<file path="src/sv/kvbp_pkg.sv">
// types, constants and helper functions shared by the budget string parser
package kvbp_pkg;

	localparam int TOKQ_DEPTH = 4;
	localparam int TOKQ_AW = $clog2(TOKQ_DEPTH);
	localparam int RESQ_DEPTH = 4;
	localparam int RESQ_AW = $clog2(RESQ_DEPTH);

	localparam int NUM_KEYS = 12;
	localparam int TIME_KEYS = 4;
	localparam logic [3:0] KEY_NONE = 4'd15;

	localparam logic [7:0] CH_EQ = 8'h3D;
	localparam logic [7:0] CH_UPPER_A = 8'h41;
	localparam logic [7:0] CH_UPPER_Z = 8'h5A;
	localparam logic [7:0] CH_ZERO = 8'h30;
	localparam logic [7:0] CH_NINE = 8'h39;
	localparam logic [7:0] CH_TAB = 8'h09;
	localparam logic [7:0] CH_CR = 8'h0D;
	localparam logic [7:0] CH_SPACE = 8'h20;
	localparam logic [7:0] CASE_OFFSET = 8'h20;
	localparam logic [13:0] MILLI = 14'd1000;

	localparam logic [15:0] KEY_TABLE [NUM_KEYS] = '{
		"ts", "tu", "tr", "te", "pr", "pf", "va", "dr", "dw", "ir", "iw", "in"
	};

	typedef enum logic [1:0] {
		PH_SKIP,
		PH_NAME,
		PH_EQ,
		PH_VALUE
	} phase_t;

	typedef enum logic [2:0] {
		ST_PAIR     = 3'd0,
		ST_DONE     = 3'd1,
		ST_SYNTAX   = 3'd2,
		ST_OVERFLOW = 3'd3,
		ST_NONDIGIT = 3'd4
	} status_t;

	typedef struct packed {
		logic [7:0] ch;
		logic       ws;
		logic       eq;
		logic       digit;
		logic [3:0] dval;
		logic       last;
	} token_t;

	typedef struct packed {
		status_t     status;
		logic [3:0]  key_index;
		logic [63:0] parsed_value;
		logic [63:0] micro_value;
		logic        run_end;
	} result_t;

	typedef struct packed {
		logic [1:0] cnt;
		result_t    r0;
		result_t    r1;
	} res_pair_t;

	function automatic result_t end_result(input status_t st);
		result_t r;
		r = '0;
		r.status = st;
		r.run_end = 1'b1;
		return r;
	endfunction

	function automatic result_t value_result(input logic [3:0] key, input logic bad,
			input logic [63:0] acc, input logic [63:0] micro);
		result_t r;
		if (bad) begin
			r = end_result(ST_NONDIGIT);
		end else begin
			r = '0;
			r.status = ST_PAIR;
			r.key_index = key;
			r.parsed_value = acc;
			r.micro_value = (key < 4'(TIME_KEYS)) ? micro : 64'd0;
		end
		return r;
	endfunction

	function automatic logic [3:0] key_match(input logic [15:0] name, input logic [1:0] len);
		logic [3:0] k;
		k = KEY_NONE;
		if (len == 2'd2) begin
			for (int i = 0; i < NUM_KEYS; i++) begin
				if (KEY_TABLE[i] == name) begin
					k = 4'(i);
				end
			end
		end
		return k;
	endfunction

endpackage

</file>
<file path="src/sv/key_value_budget_parser.sv">
// top level of the budget string parser: token queue, parser and result queue
// a character's token is registered in the token queue, its result in the result queue
// throughput: one character per cycle; a character closing a pair and the string
// yields two results, and the parser waits while the result queue has under two free slots
// reset: arst_n clears queues and parser state to skip-leading-whitespace
module key_value_budget_parser (
	input  logic        clk,
	input  logic        arst_n,
	input  logic        push,
	output logic        full,
	input  logic [7:0]  char_byte,
	input  logic        end_of_string,
	output logic        empty,
	input  logic        pop,
	output logic [2:0]  status,
	output logic [3:0]  key_index,
	output logic [63:0] parsed_value,
	output logic [63:0] micro_value,
	output logic        run_end
);
	import kvbp_pkg::*;

	logic      tok_valid;
	token_t    tok;
	logic      tok_take;
	logic      room;
	res_pair_t res;
	result_t   head;

	kvbp_front u_front (
		.clk           (clk),
		.arst_n        (arst_n),
		.push          (push),
		.char_byte     (char_byte),
		.end_of_string (end_of_string),
		.full          (full),
		.tok_valid     (tok_valid),
		.tok           (tok),
		.tok_take      (tok_take)
	);

	kvbp_back u_back (
		.clk       (clk),
		.arst_n    (arst_n),
		.tok_valid (tok_valid),
		.tok       (tok),
		.tok_take  (tok_take),
		.room      (room),
		.res       (res)
	);

	kvbp_outq u_outq (
		.clk    (clk),
		.arst_n (arst_n),
		.res    (res),
		.room   (room),
		.empty  (empty),
		.pop    (pop),
		.head   (head)
	);

	assign status = head.status;
	assign key_index = head.key_index;
	assign parsed_value = head.parsed_value;
	assign micro_value = head.micro_value;
	assign run_end = head.run_end;

endmodule

</file>
<file path="src/sv/kvbp_front.sv">
// front end: classifies incoming characters and queues them as tokens
module kvbp_front (
	input  logic            clk,
	input  logic            arst_n,
	input  logic            push,
	input  logic [7:0]      char_byte,
	input  logic            end_of_string,
	output logic            full,
	output logic            tok_valid,
	output kvbp_pkg::token_t tok,
	input  logic            tok_take
);
	import kvbp_pkg::*;

	token_t             tq_q [TOKQ_DEPTH];
	logic [TOKQ_AW-1:0] wp_q;
	logic [TOKQ_AW-1:0] rp_q;
	logic [TOKQ_AW:0]   cnt_q;
	token_t             tk_new;
	logic               do_push;
	logic               do_take;

	always_comb begin
		tk_new = '0;
		tk_new.ch = char_byte;
		if (char_byte inside {[CH_UPPER_A:CH_UPPER_Z]}) begin
			tk_new.ch = char_byte + CASE_OFFSET;
		end
		tk_new.ws = char_byte inside {[CH_TAB:CH_CR], CH_SPACE};
		tk_new.eq = (char_byte == CH_EQ);
		tk_new.digit = char_byte inside {[CH_ZERO:CH_NINE]};
		tk_new.dval = char_byte[3:0];
		tk_new.last = end_of_string;
	end

	assign full = (cnt_q == (TOKQ_AW+1)'(TOKQ_DEPTH));
	assign tok_valid = (cnt_q != '0);
	assign tok = tq_q[rp_q];
	assign do_push = push && !full;
	assign do_take = tok_take && tok_valid;

	always_ff @(posedge clk or negedge arst_n) begin
		if (!arst_n) begin
			wp_q <= '0;
			rp_q <= '0;
			cnt_q <= '0;
		end else begin
			if (do_push) begin
				wp_q <= wp_q + 1'b1;
			end
			if (do_take) begin
				rp_q <= rp_q + 1'b1;
			end
			cnt_q <= cnt_q + (TOKQ_AW+1)'(do_push) - (TOKQ_AW+1)'(do_take);
		end
	end

	always_ff @(posedge clk) begin
		if (do_push) begin
			tq_q[wp_q] <= tk_new;
		end
	end

endmodule

</file>
<file path="src/sv/kvbp_back.sv">
// back end: name/value parser state, decimal accumulation and result generation
module kvbp_back (
	input  logic               clk,
	input  logic               arst_n,
	input  logic               tok_valid,
	input  kvbp_pkg::token_t   tok,
	output logic               tok_take,
	input  logic               room,
	output kvbp_pkg::res_pair_t res
);
	import kvbp_pkg::*;

	phase_t      phase_q, phase_d;
	logic [15:0] name_q, name_d;
	logic [1:0]  nlen_q, nlen_d;
	logic [3:0]  key_q, key_d;
	logic [63:0] acc_q, acc_d;
	logic [63:0] micro_q, micro_d;
	logic        started_q, started_d;
	logic        bad_q, bad_d;
	logic        discard_q, discard_d;

	logic [67:0] acc_wide;
	logic [63:0] micro_next;
	logic        ovf;
	logic [1:0]  n;
	result_t     r [2];

	assign tok_take = tok_valid && room;

	// times ten by shift-add, exact overflow in the top bits
	assign acc_wide = ({4'd0, acc_q} << 3) + ({4'd0, acc_q} << 1) + 68'(tok.dval);
	assign ovf = |acc_wide[67:64];
	assign micro_next = (micro_q << 3) + (micro_q << 1) + 64'(14'(tok.dval) * MILLI);

	always_comb begin
		phase_d = phase_q;
		name_d = name_q;
		nlen_d = nlen_q;
		key_d = key_q;
		acc_d = acc_q;
		micro_d = micro_q;
		started_d = started_q;
		bad_d = bad_q;
		discard_d = discard_q;
		n = 2'd0;
		r[0] = '0;
		r[1] = '0;

		if (!discard_q) begin
			case (phase_q)
				PH_SKIP: begin
					if (!tok.ws) begin
						if (tok.eq) begin
							r[n[0]] = end_result(ST_SYNTAX);
							n = n + 2'd1;
							discard_d = 1'b1;
						end else begin
							name_d = {name_q[7:0], tok.ch};
							nlen_d = 2'd1;
							phase_d = PH_NAME;
						end
					end
				end
				PH_NAME, PH_EQ: begin
					if (tok.ws) begin
						phase_d = PH_EQ;
					end else if (tok.eq) begin
						key_d = key_match(name_q, nlen_q);
						phase_d = PH_VALUE;
						started_d = 1'b0;
						bad_d = 1'b0;
						acc_d = '0;
						micro_d = '0;
					end else if (phase_q == PH_EQ) begin
						r[n[0]] = end_result(ST_SYNTAX);
						n = n + 2'd1;
						discard_d = 1'b1;
					end else begin
						if (nlen_q < 2'd2) begin
							name_d = {name_q[7:0], tok.ch};
						end
						if (nlen_q < 2'd3) begin
							nlen_d = nlen_q + 2'd1;
						end
					end
				end
				PH_VALUE: begin
					if (tok.ws) begin
						if (started_q) begin
							if (key_q < 4'(NUM_KEYS)) begin
								r[n[0]] = value_result(key_q, bad_q, acc_q, micro_q);
								n = n + 2'd1;
								discard_d = bad_q;
							end
							phase_d = PH_SKIP;
							name_d = '0;
							nlen_d = '0;
							started_d = 1'b0;
							bad_d = 1'b0;
							acc_d = '0;
							micro_d = '0;
						end
					end else begin
						started_d = 1'b1;
						if (key_q < 4'(NUM_KEYS) && !bad_q) begin
							if (tok.digit) begin
								if (ovf) begin
									r[n[0]] = end_result(ST_OVERFLOW);
									n = n + 2'd1;
									discard_d = 1'b1;
								end else begin
									acc_d = acc_wide[63:0];
									micro_d = micro_next;
								end
							end else begin
								bad_d = 1'b1;
							end
						end
					end
				end
				default: begin
					phase_d = PH_SKIP;
				end
			endcase

			if (tok.last && !discard_d) begin
				if (phase_d == PH_SKIP) begin
					r[n[0]] = end_result(ST_DONE);
					n = n + 2'd1;
				end else if (phase_d == PH_VALUE && started_d) begin
					if (key_d < 4'(NUM_KEYS)) begin
						r[n[0]] = value_result(key_d, bad_d, acc_d, micro_d);
						n = n + 2'd1;
					end
					if (!(key_d < 4'(NUM_KEYS) && bad_d)) begin
						r[n[0]] = end_result(ST_DONE);
						n = n + 2'd1;
					end
				end else begin
					r[n[0]] = end_result(ST_SYNTAX);
					n = n + 2'd1;
				end
			end
		end

		// end of string returns everything to reset
		if (tok.last) begin
			phase_d = PH_SKIP;
			name_d = '0;
			nlen_d = '0;
			key_d = '0;
			acc_d = '0;
			micro_d = '0;
			started_d = 1'b0;
			bad_d = 1'b0;
			discard_d = 1'b0;
		end
	end

	assign res.cnt = tok_take ? n : 2'd0;
	assign res.r0 = r[0];
	assign res.r1 = r[1];

	always_ff @(posedge clk or negedge arst_n) begin
		if (!arst_n) begin
			phase_q <= PH_SKIP;
			name_q <= '0;
			nlen_q <= '0;
			key_q <= '0;
			acc_q <= '0;
			micro_q <= '0;
			started_q <= 1'b0;
			bad_q <= 1'b0;
			discard_q <= 1'b0;
		end else if (tok_take) begin
			phase_q <= phase_d;
			name_q <= name_d;
			nlen_q <= nlen_d;
			key_q <= key_d;
			acc_q <= acc_d;
			micro_q <= micro_d;
			started_q <= started_d;
			bad_q <= bad_d;
			discard_q <= discard_d;
		end
	end

	a_last_clears: assert property (@(posedge clk) disable iff (!arst_n)
		tok_take && tok.last |=> phase_q == PH_SKIP && !discard_q && !started_q)
		else $error("end of string did not clear parser state");

	a_second_is_done: assert property (@(posedge clk) disable iff (!arst_n)
		res.cnt == 2'd2 |-> res.r1.status == ST_DONE && res.r1.run_end
			&& res.r0.status == ST_PAIR)
		else $error("two results must be a pair then done");

	a_discard_silent: assert property (@(posedge clk) disable iff (!arst_n)
		tok_take && discard_q |-> res.cnt == 2'd0)
		else $error("result produced while discarding");

	a_end_flag: assert property (@(posedge clk) disable iff (!arst_n)
		res.cnt != 2'd0 |-> res.r0.run_end == (res.r0.status != ST_PAIR))
		else $error("run_end inconsistent with status");

endmodule

</file>
<file path="src/sv/kvbp_outq.sv">
// result queue: up to two writes per cycle, one read
module kvbp_outq (
	input  logic                clk,
	input  logic                arst_n,
	input  kvbp_pkg::res_pair_t res,
	output logic                room,
	output logic                empty,
	input  logic                pop,
	output kvbp_pkg::result_t   head
);
	import kvbp_pkg::*;

	result_t            rq_q [RESQ_DEPTH];
	logic [RESQ_AW-1:0] wp_q;
	logic [RESQ_AW-1:0] rp_q;
	logic [RESQ_AW:0]   cnt_q;
	logic               do_pop;
	logic [RESQ_AW-1:0] wp_next;

	assign empty = (cnt_q == '0);
	assign room = (cnt_q <= (RESQ_AW+1)'(RESQ_DEPTH - 2));
	assign do_pop = pop && !empty;
	assign head = rq_q[rp_q];
	assign wp_next = wp_q + 1'b1;

	always_ff @(posedge clk or negedge arst_n) begin
		if (!arst_n) begin
			wp_q <= '0;
			rp_q <= '0;
			cnt_q <= '0;
		end else begin
			wp_q <= wp_q + RESQ_AW'(res.cnt);
			if (do_pop) begin
				rp_q <= rp_q + 1'b1;
			end
			cnt_q <= cnt_q + (RESQ_AW+1)'(res.cnt) - (RESQ_AW+1)'(do_pop);
		end
	end

	always_ff @(posedge clk) begin
		if (res.cnt != 2'd0) begin
			rq_q[wp_q] <= res.r0;
		end
		if (res.cnt == 2'd2) begin
			rq_q[wp_next] <= res.r1;
		end
	end

endmodule
</file>
<file path="config.mk">
export PLATFORM = sky130hd
export DESIGN_NAME = key_value_budget_parser
export DESIGN_NICKNAME = d
export VERILOG_FILES = /design/src/sv/kvbp_pkg.sv /design/src/sv/key_value_budget_parser.sv /design/src/sv/kvbp_front.sv /design/src/sv/kvbp_back.sv /design/src/sv/kvbp_outq.sv
export SDC_FILE = /design/constraint.sdc
export NUM_CORES = 2
export LEC_CHECK = 0
export ABC_AREA = 1
export BUFFER_PORTS_ARGS = -buffer_cell sky130_fd_sc_hd__buf_2
export CELL_PAD_IN_SITES_DETAIL_PLACEMENT = 0
export CELL_PAD_IN_SITES_GLOBAL_PLACEMENT = 1
export CORE_ASPECT_RATIO = 0.8
export CORE_UTILIZATION = 43
export DETAILED_ROUTE_END_ITERATION = 7
export GPL_ROUTABILITY_DRIVEN = 0
export HOLD_SLACK_MARGIN = 0.03
export MAX_ROUTING_LAYER = met4
export PLACE_DENSITY_LB_ADDON = 0.1
export SLEW_MARGIN = 20
export SYNTH_ARGS = -nofsm -noshare
export SYNTH_HDL_FRONTEND = slang
export SYNTH_SLANG_ARGS = --single-unit
</file>
<file path="constraint.sdc">
create_clock -name clk -period 7.85 [get_ports clk]
set_input_delay 0.785 -clock clk [delete_from_list [all_inputs] [get_ports clk]]
set_output_delay 0.785 -clock clk [all_outputs]
set_load 0.02 [all_outputs]
</file>
## Word level (Yosys, flattened, before mapping)

Memories as Yosys holds them, arrays and structs flattened.
Cells that the tools add are included.

- Flip-flop bits (word level): 169
- RAM bits: 608
- Output and inout bits: 138
- Word-level logic and storage cells: 293
- Memories: 2

- Add/sub/neg operators: 17
- Multiply operators: 1
- Magnitude comparators: 17
- Equality and inequality tests: 31
- Mux-type cells: 171
- Bitwise operators: 11
- Reduce and logical (&&, ||, !) cells: 28

Memory list:

| name | words | bits a word | read ports | clocked after memory_dff | write ports | line | text |
|---|---|---|---|---|---|---|---|
| u_outq.rq_q | 4 | 136 | 1 | 0 | 2 | kvbp_outq.sv:13 | `result_t rq_q [RESQ_DEPTH];` |
| u_front.tq_q | 4 | 16 | 1 | 0 | 1 | kvbp_front.sv:15 | `token_t tq_q [TOKQ_DEPTH];` |

Operators with widths:

| kind | number |
|---|---|
| 272-bit 2-to-1 mux | 10 |
| 136-bit 2-to-1 mux | 18 |
| 64-bit 2-to-1 mux | 20 |
| 268-bit bitwise AND | 3 |
| 268-bit inverter | 3 |
| 136-bit one-hot mux with 3 select lines | 1 |
| 135-bit 2-to-1 mux | 3 |
| 272-bit bitwise mux | 1 |
| 136-bit demux with 1-bit select | 2 |
| 64-bit one-hot mux with 2 select lines | 2 |
| 15-bit by 16-bit == test with 1-bit output (first input constant) | 12 |
| 16-bit 2-to-1 mux | 10 |
| 2-bit 2-to-1 mux | 38 |
| 4-bit 2-to-1 mux | 19 |
| 67-bit by 65-bit adder with 68-bit output | 1 |
| 68-bit by 4-bit adder with 68-bit output | 1 |
| 64-bit by 14-bit adder with 64-bit output | 1 |
| 64-bit adder | 1 |
| 16-bit one-hot mux with 3 select lines | 1 |
| 1-bit 2-to-1 mux | 39 |
| 10-bit AND reduction | 2 |
| 2-bit one-hot mux with 3 select lines | 3 |
| 8-bit by 6-bit == test with 1-bit output (second input constant) | 2 |
| 2-bit by 1-bit adder with 2-bit output (second input constant) | 7 |
| 39 further kinds | 76 |

## Depth between registers and ports, before layout

- Word-level depth: 38
- Depth in mapped cells: 44

## By module

A second synthesis with hierarchy kept.

- Cells, all modules: 8250
- Area total of the unflattened synthesis: 57253.7 µm²

Modules (own cells, without submodules):

| module | instances | cells each | area each (µm²) | seq. area each (µm²) |
|---|---|---|---|---|
| kvbp_outq | 1 | 3589 | 29084.1 | 16510.8 |
| kvbp_back | 1 | 4436 | 25670.9 | 3878.7 |
| kvbp_front | 1 | 225 | 2498.6 | 1616.6 |

## Least setup slack after synthesis

OpenSTA, ideal clock, no wires.

- Kind: register to register
- Start point: reg u_front.rp_q[0]
- End point: mem u_outq.rq_q[0][0] in the netlist's numbering (enable)
- Arrival time: 6863 ps
- Path slack: -189 ps
- Stages on the path, launching flop included: 37
- Buffers on the path: 3
- Period minus slack after synthesis: 8039 ps
- Cells stage by stage: dfrtp_1 > buf_4 > inv_2 > buf_2 > clkbuf_1 > nor2_1 > o22ai_1 > fa_1 > inv_1 > fa_1 > inv_1 > nand2_1 > nand2_1 > nand3_1 > nand2_1 > nand2_1 > nand2_2 > nand2_2 > nand2_2 > nand2_2 > nand2_1 > nand2_1 > nand2_1 > nor2_2 > nand2_1 > nand2_1 > nand2_2 > nand2_4 > nand2_4 > ha_1 > ha_1 > o21ai_1 > nand2_1 > nand2_1 > nand2_1 > nand2_1 > nand2_1

RTL lines:

| what | line | text |
|---|---|---|
| start: declaration | kvbp_front.sv:17 | `logic [TOKQ_AW-1:0] rp_q;` |
| start signal: assignment | kvbp_front.sv:52 | `rp_q <= rp_q + 1'b1;` |
| end: declaration | kvbp_outq.sv:13 |  |

==> flow_summary.toml <==
[synth]
ys_ff_latch = 761
synth_top_flop_cell = "edfxtp_1"
syn_nets = 6818
ys_seq_area_share_pct = 43.32
avgSynthCellArea_sq_um = 7.801
synthArstFlopShare_pct = 22.21
synth-edff-count = 592
yosys_warnings = 0
yosysUniqueCellTypes = 59
synth-compound-area-share_pct = 15.24
syn_area_sq_um = 50800
syn_inst = 6512
synthSimpleGateAreaFrac_pct = 24.25
synth-xor-area-share_pct = 1.914
synth_top_family_by_area = "simple AND/OR/NAND/NOR gates"
synthAdderAreaFrac_pct = 7.556
yosys-mux-area-fraction_pct = 0

[setup_path]
crit_type = "reg -> reg"
arrival_ps = 7550
r2r_cells = 37
critPathRequiredTime_ps = 8270
start_kind = "flip-flop"
crit_path_frequent_cell = "nand2_1"
max_stage_delay_ps = 640
cp_max_fo = 25
slowest_stage = "fa_1"
cp-end-kind = "flip-flop"

[clock_network]
clk_path_buf_depth = 3
clkSinkCount = 761
clkLatencyLatePin_ps = 700
cts_resized = 0
numCtsBuffers = 82
root_buffer = "clkbuf_16"
cts_tree = "built"
htreeDepth = 3
cts_hold_buf = 0
postCtsSetupBuffers = 0
clk_pin_slew_ps = 70

[timing]
finalMaxSlewViolations = 0
worst_pin_slew_ps = 1176
fin_crit_sh_pct = 90.86
finalCriticalPeriod_ps = 7133
fin_hold_ws_ps = 99.62
slew_headroom_pct = 21.42
hold_violations = 0
grt_setup_unrepaired = "no"
setup_viol = 0
skew_ps = 30.20
timing.fmax_mhz = 140.2
finalSetupTns_ps = 0

[job]
cap_violations = 0

[cells_and_area]
most-common-layout-cells = "nand2_1 (1374), nor2_1 (1174), o21ai_0 (632), edfxtp_1 (592), inv_1 (501)"
final-seq-area_sq_um = 22020
multiInputGateArea_sq_um = 25020
finalNetCount = 6799
fill_cells = 11600
syn_to_final_growth_pct = 8.909
layoutNonFillerInstCount = 8094
final_core_util_pct = 47.34
layout_commonest_cell = "nand2_1"
drive_gt1_share_pct = 6.973

[global_route]
overflow = 0
first_global_vias = 42880
grt_pass1_wl_um = 278000
grt_antenna_before_repair = 3
groute.usage.overall_pct = 31.79
grt_start_max_net_pins = 139

[floorplanning]
die_y_um = 309.4
start_util_pct = 43.47
die_x_um = 386.3
die_area_sq_um = 119500
coreArea_sq_um = 116900
ioPinCount = 151
rows = 112

[placed_design]
portBuffers = 150
dp_cells = 7948
dpl.hpwl_um = 129400

[route]
wl_met3_um = 10540
wirelength_um = 187000
drc = 0
vias = 45910
wl_per_cell_um = 23.11
drt_iter0_markers = 4508
ant_nets = 0
wl_met1_um = 82540
top_layer = "met4"
wl_met2_um = 86130
via_per_inst = 5.672
first_pass_iters = 6

[run_status]
status = "completed"

[power]
power_switching_w = 0.009506
ir_drop_v = 0.0003712
p_sw_share_pct = 49.10
power_frac_comb_pct = 52.7
clockPowerShare_pct = 20.2
pwr-share-seq_pct = 27.1
p_per_area_nw_per_um2 = 350.0
leakage_nw = 25.23
p_int_w = 0.009856

[min_path]
hold_class = "in -> async"
==> power by group through the flow <==
stage	registers [W]	clock network (W)	logic [W]
final	0.00524	0.00392	0.0102
after CTS	0.00524	0.00397	0.0101
after global routing	0.00528	0.00411	0.0111
after floorplan	0.00523	0	0.00660
after global placement	0.00532	0	0.0101
after detailed placement	0.00532	0	0.0101
==> registers in the layout, summed over array words and instances, names as in the netlist, 3 cells and up <==
register and cells:
u_outq.rq_q 544, u_back.key_q 4, u_back.acc_q 64, u_outq.cnt_q 3, u_front.tq_q 48, u_back.name_q 16, u_back.micro_q 64, u_front.cnt_q 3
==> cell families after synthesis <==
family / count (synthesis)
adder cells (fa/ha/maj): 293
XOR/XNOR: 111
flip-flops: 761
AO/OA/AOI/OAI: 1421
buffers and inverters: 872
AND/OR/NAND/NOR: 3054
==> cells in the mapped netlist (14+ instances only) <==
| cell type | n | share of area [%] |
|---|---|---|
| nand2_1 | 1379 | 10 |
| nor2_1 | 1184 | 8.7 |
| o21ai_0 | 632 | 6.2 |
| edfxtp_1 | 592 | 35 |
| inv_1 | 505 | 3.7 |
| a21oi_1 | 444 | 4.4 |
| nand3_1 | 348 | 3.4 |
| ha_1 | 270 | 6.7 |
| clkbuf_1 | 214 | 1.6 |
| o22ai_1 | 171 | 2.1 |
| dfrtp_1 | 169 | 8.3 |
| xor2_1 | 57 | 0.98 |
| xnor2_1 | 54 | 0.93 |
| nor3_1 | 46 | 0.45 |
| buf_8 | 41 | 1.2 |
| buf_1 | 31 | 0.23 |
| a31oi_1 | 29 | 0.36 |
| buf_2 | 27 | 0.27 |
| o21bai_1 | 27 | 0.40 |
| inv_2 | 25 | 0.18 |
| a22o_1 | 23 | 0.40 |
| fa_1 | 23 | 0.91 |
| nand4_1 | 20 | 0.25 |
| a22oi_1 | 19 | 0.28 |
| a21o_1 | 17 | 0.25 |
| buf_4 | 15 | 0.22 |
| nand2_2 | 15 | 0.18 |
| o211ai_1 | 15 | 0.22 |
| o21ai_1 | 14 | 0.14 |
==> routing by layer <==
| metal | vias up | GRT usage [%] |
|---|---|---|
| li1 | 21880 | - |
| met3 | 257 | 3.589 |
| met2 | 1548 | 49.13 |
| met1 | 22220 | 42.69 |
| met4 | 0 | 12.51 |
| met5 | - | - |
==> layout make-up <==
| type | instances | area share, % |
|---|---|---|
| clock inverter | 37 | 0.7124 |
| tap | 1539 | 3.480 |
| timing repair buffer | 236 | 3.082 |
| clock buffer | 108 | 4.035 |
| sequential | 761 | 39.80 |
| antenna | 1 | 0.004523 |
| multi-input combinational | 4879 | 45.22 |
| inverter | 533 | 3.670 |
==> worst paths after layout <==
check / slack, ps / startpoint / endpoint
worst max register to register: 720 / u_front.rp_q[0] / u_outq.rq_q[0][64]
worst max-delay path: 720 / u_front.rp_q[0] / u_outq.rq_q[0][64]
worst min register to register: 500 / u_outq.cnt_q[2] / u_outq.cnt_q[2]
min in group clk: 320 / end_of_string / u_front.tq_q[2][0]
max in group asynchronous: 6240 / arst_n / u_outq.rp_q[0]
worst min-delay path: 100 / arst_n / u_back.acc_q[32]
==> stage by stage <==
stage	cell area [sq um]	setup WS, ps	power, W
floorplan	50810	1127	0.01183
global placement	52680	725.3	0.01541
detailed placement	52680	662.0	0.01542
CTS	55310	598.7	0.01936
global route	55320	48.40	0.02049
finish	55330	717.4	0.01936
==> critical path, delay by kind of cell, from the launching register on <==
kind / cells / cell delay (ps)
AO/OA/AOI/OAI: 9 / 1560
flip-flops: 1 / 460
XOR/XNOR: 1 / 210
AND/OR/NAND/NOR: 15 / 1790
adder cells (fa/ha/maj): 5 / 2170
buffers and inverters: 7 / 680
No activity file was read; power rests on OpenSTA's default activity.
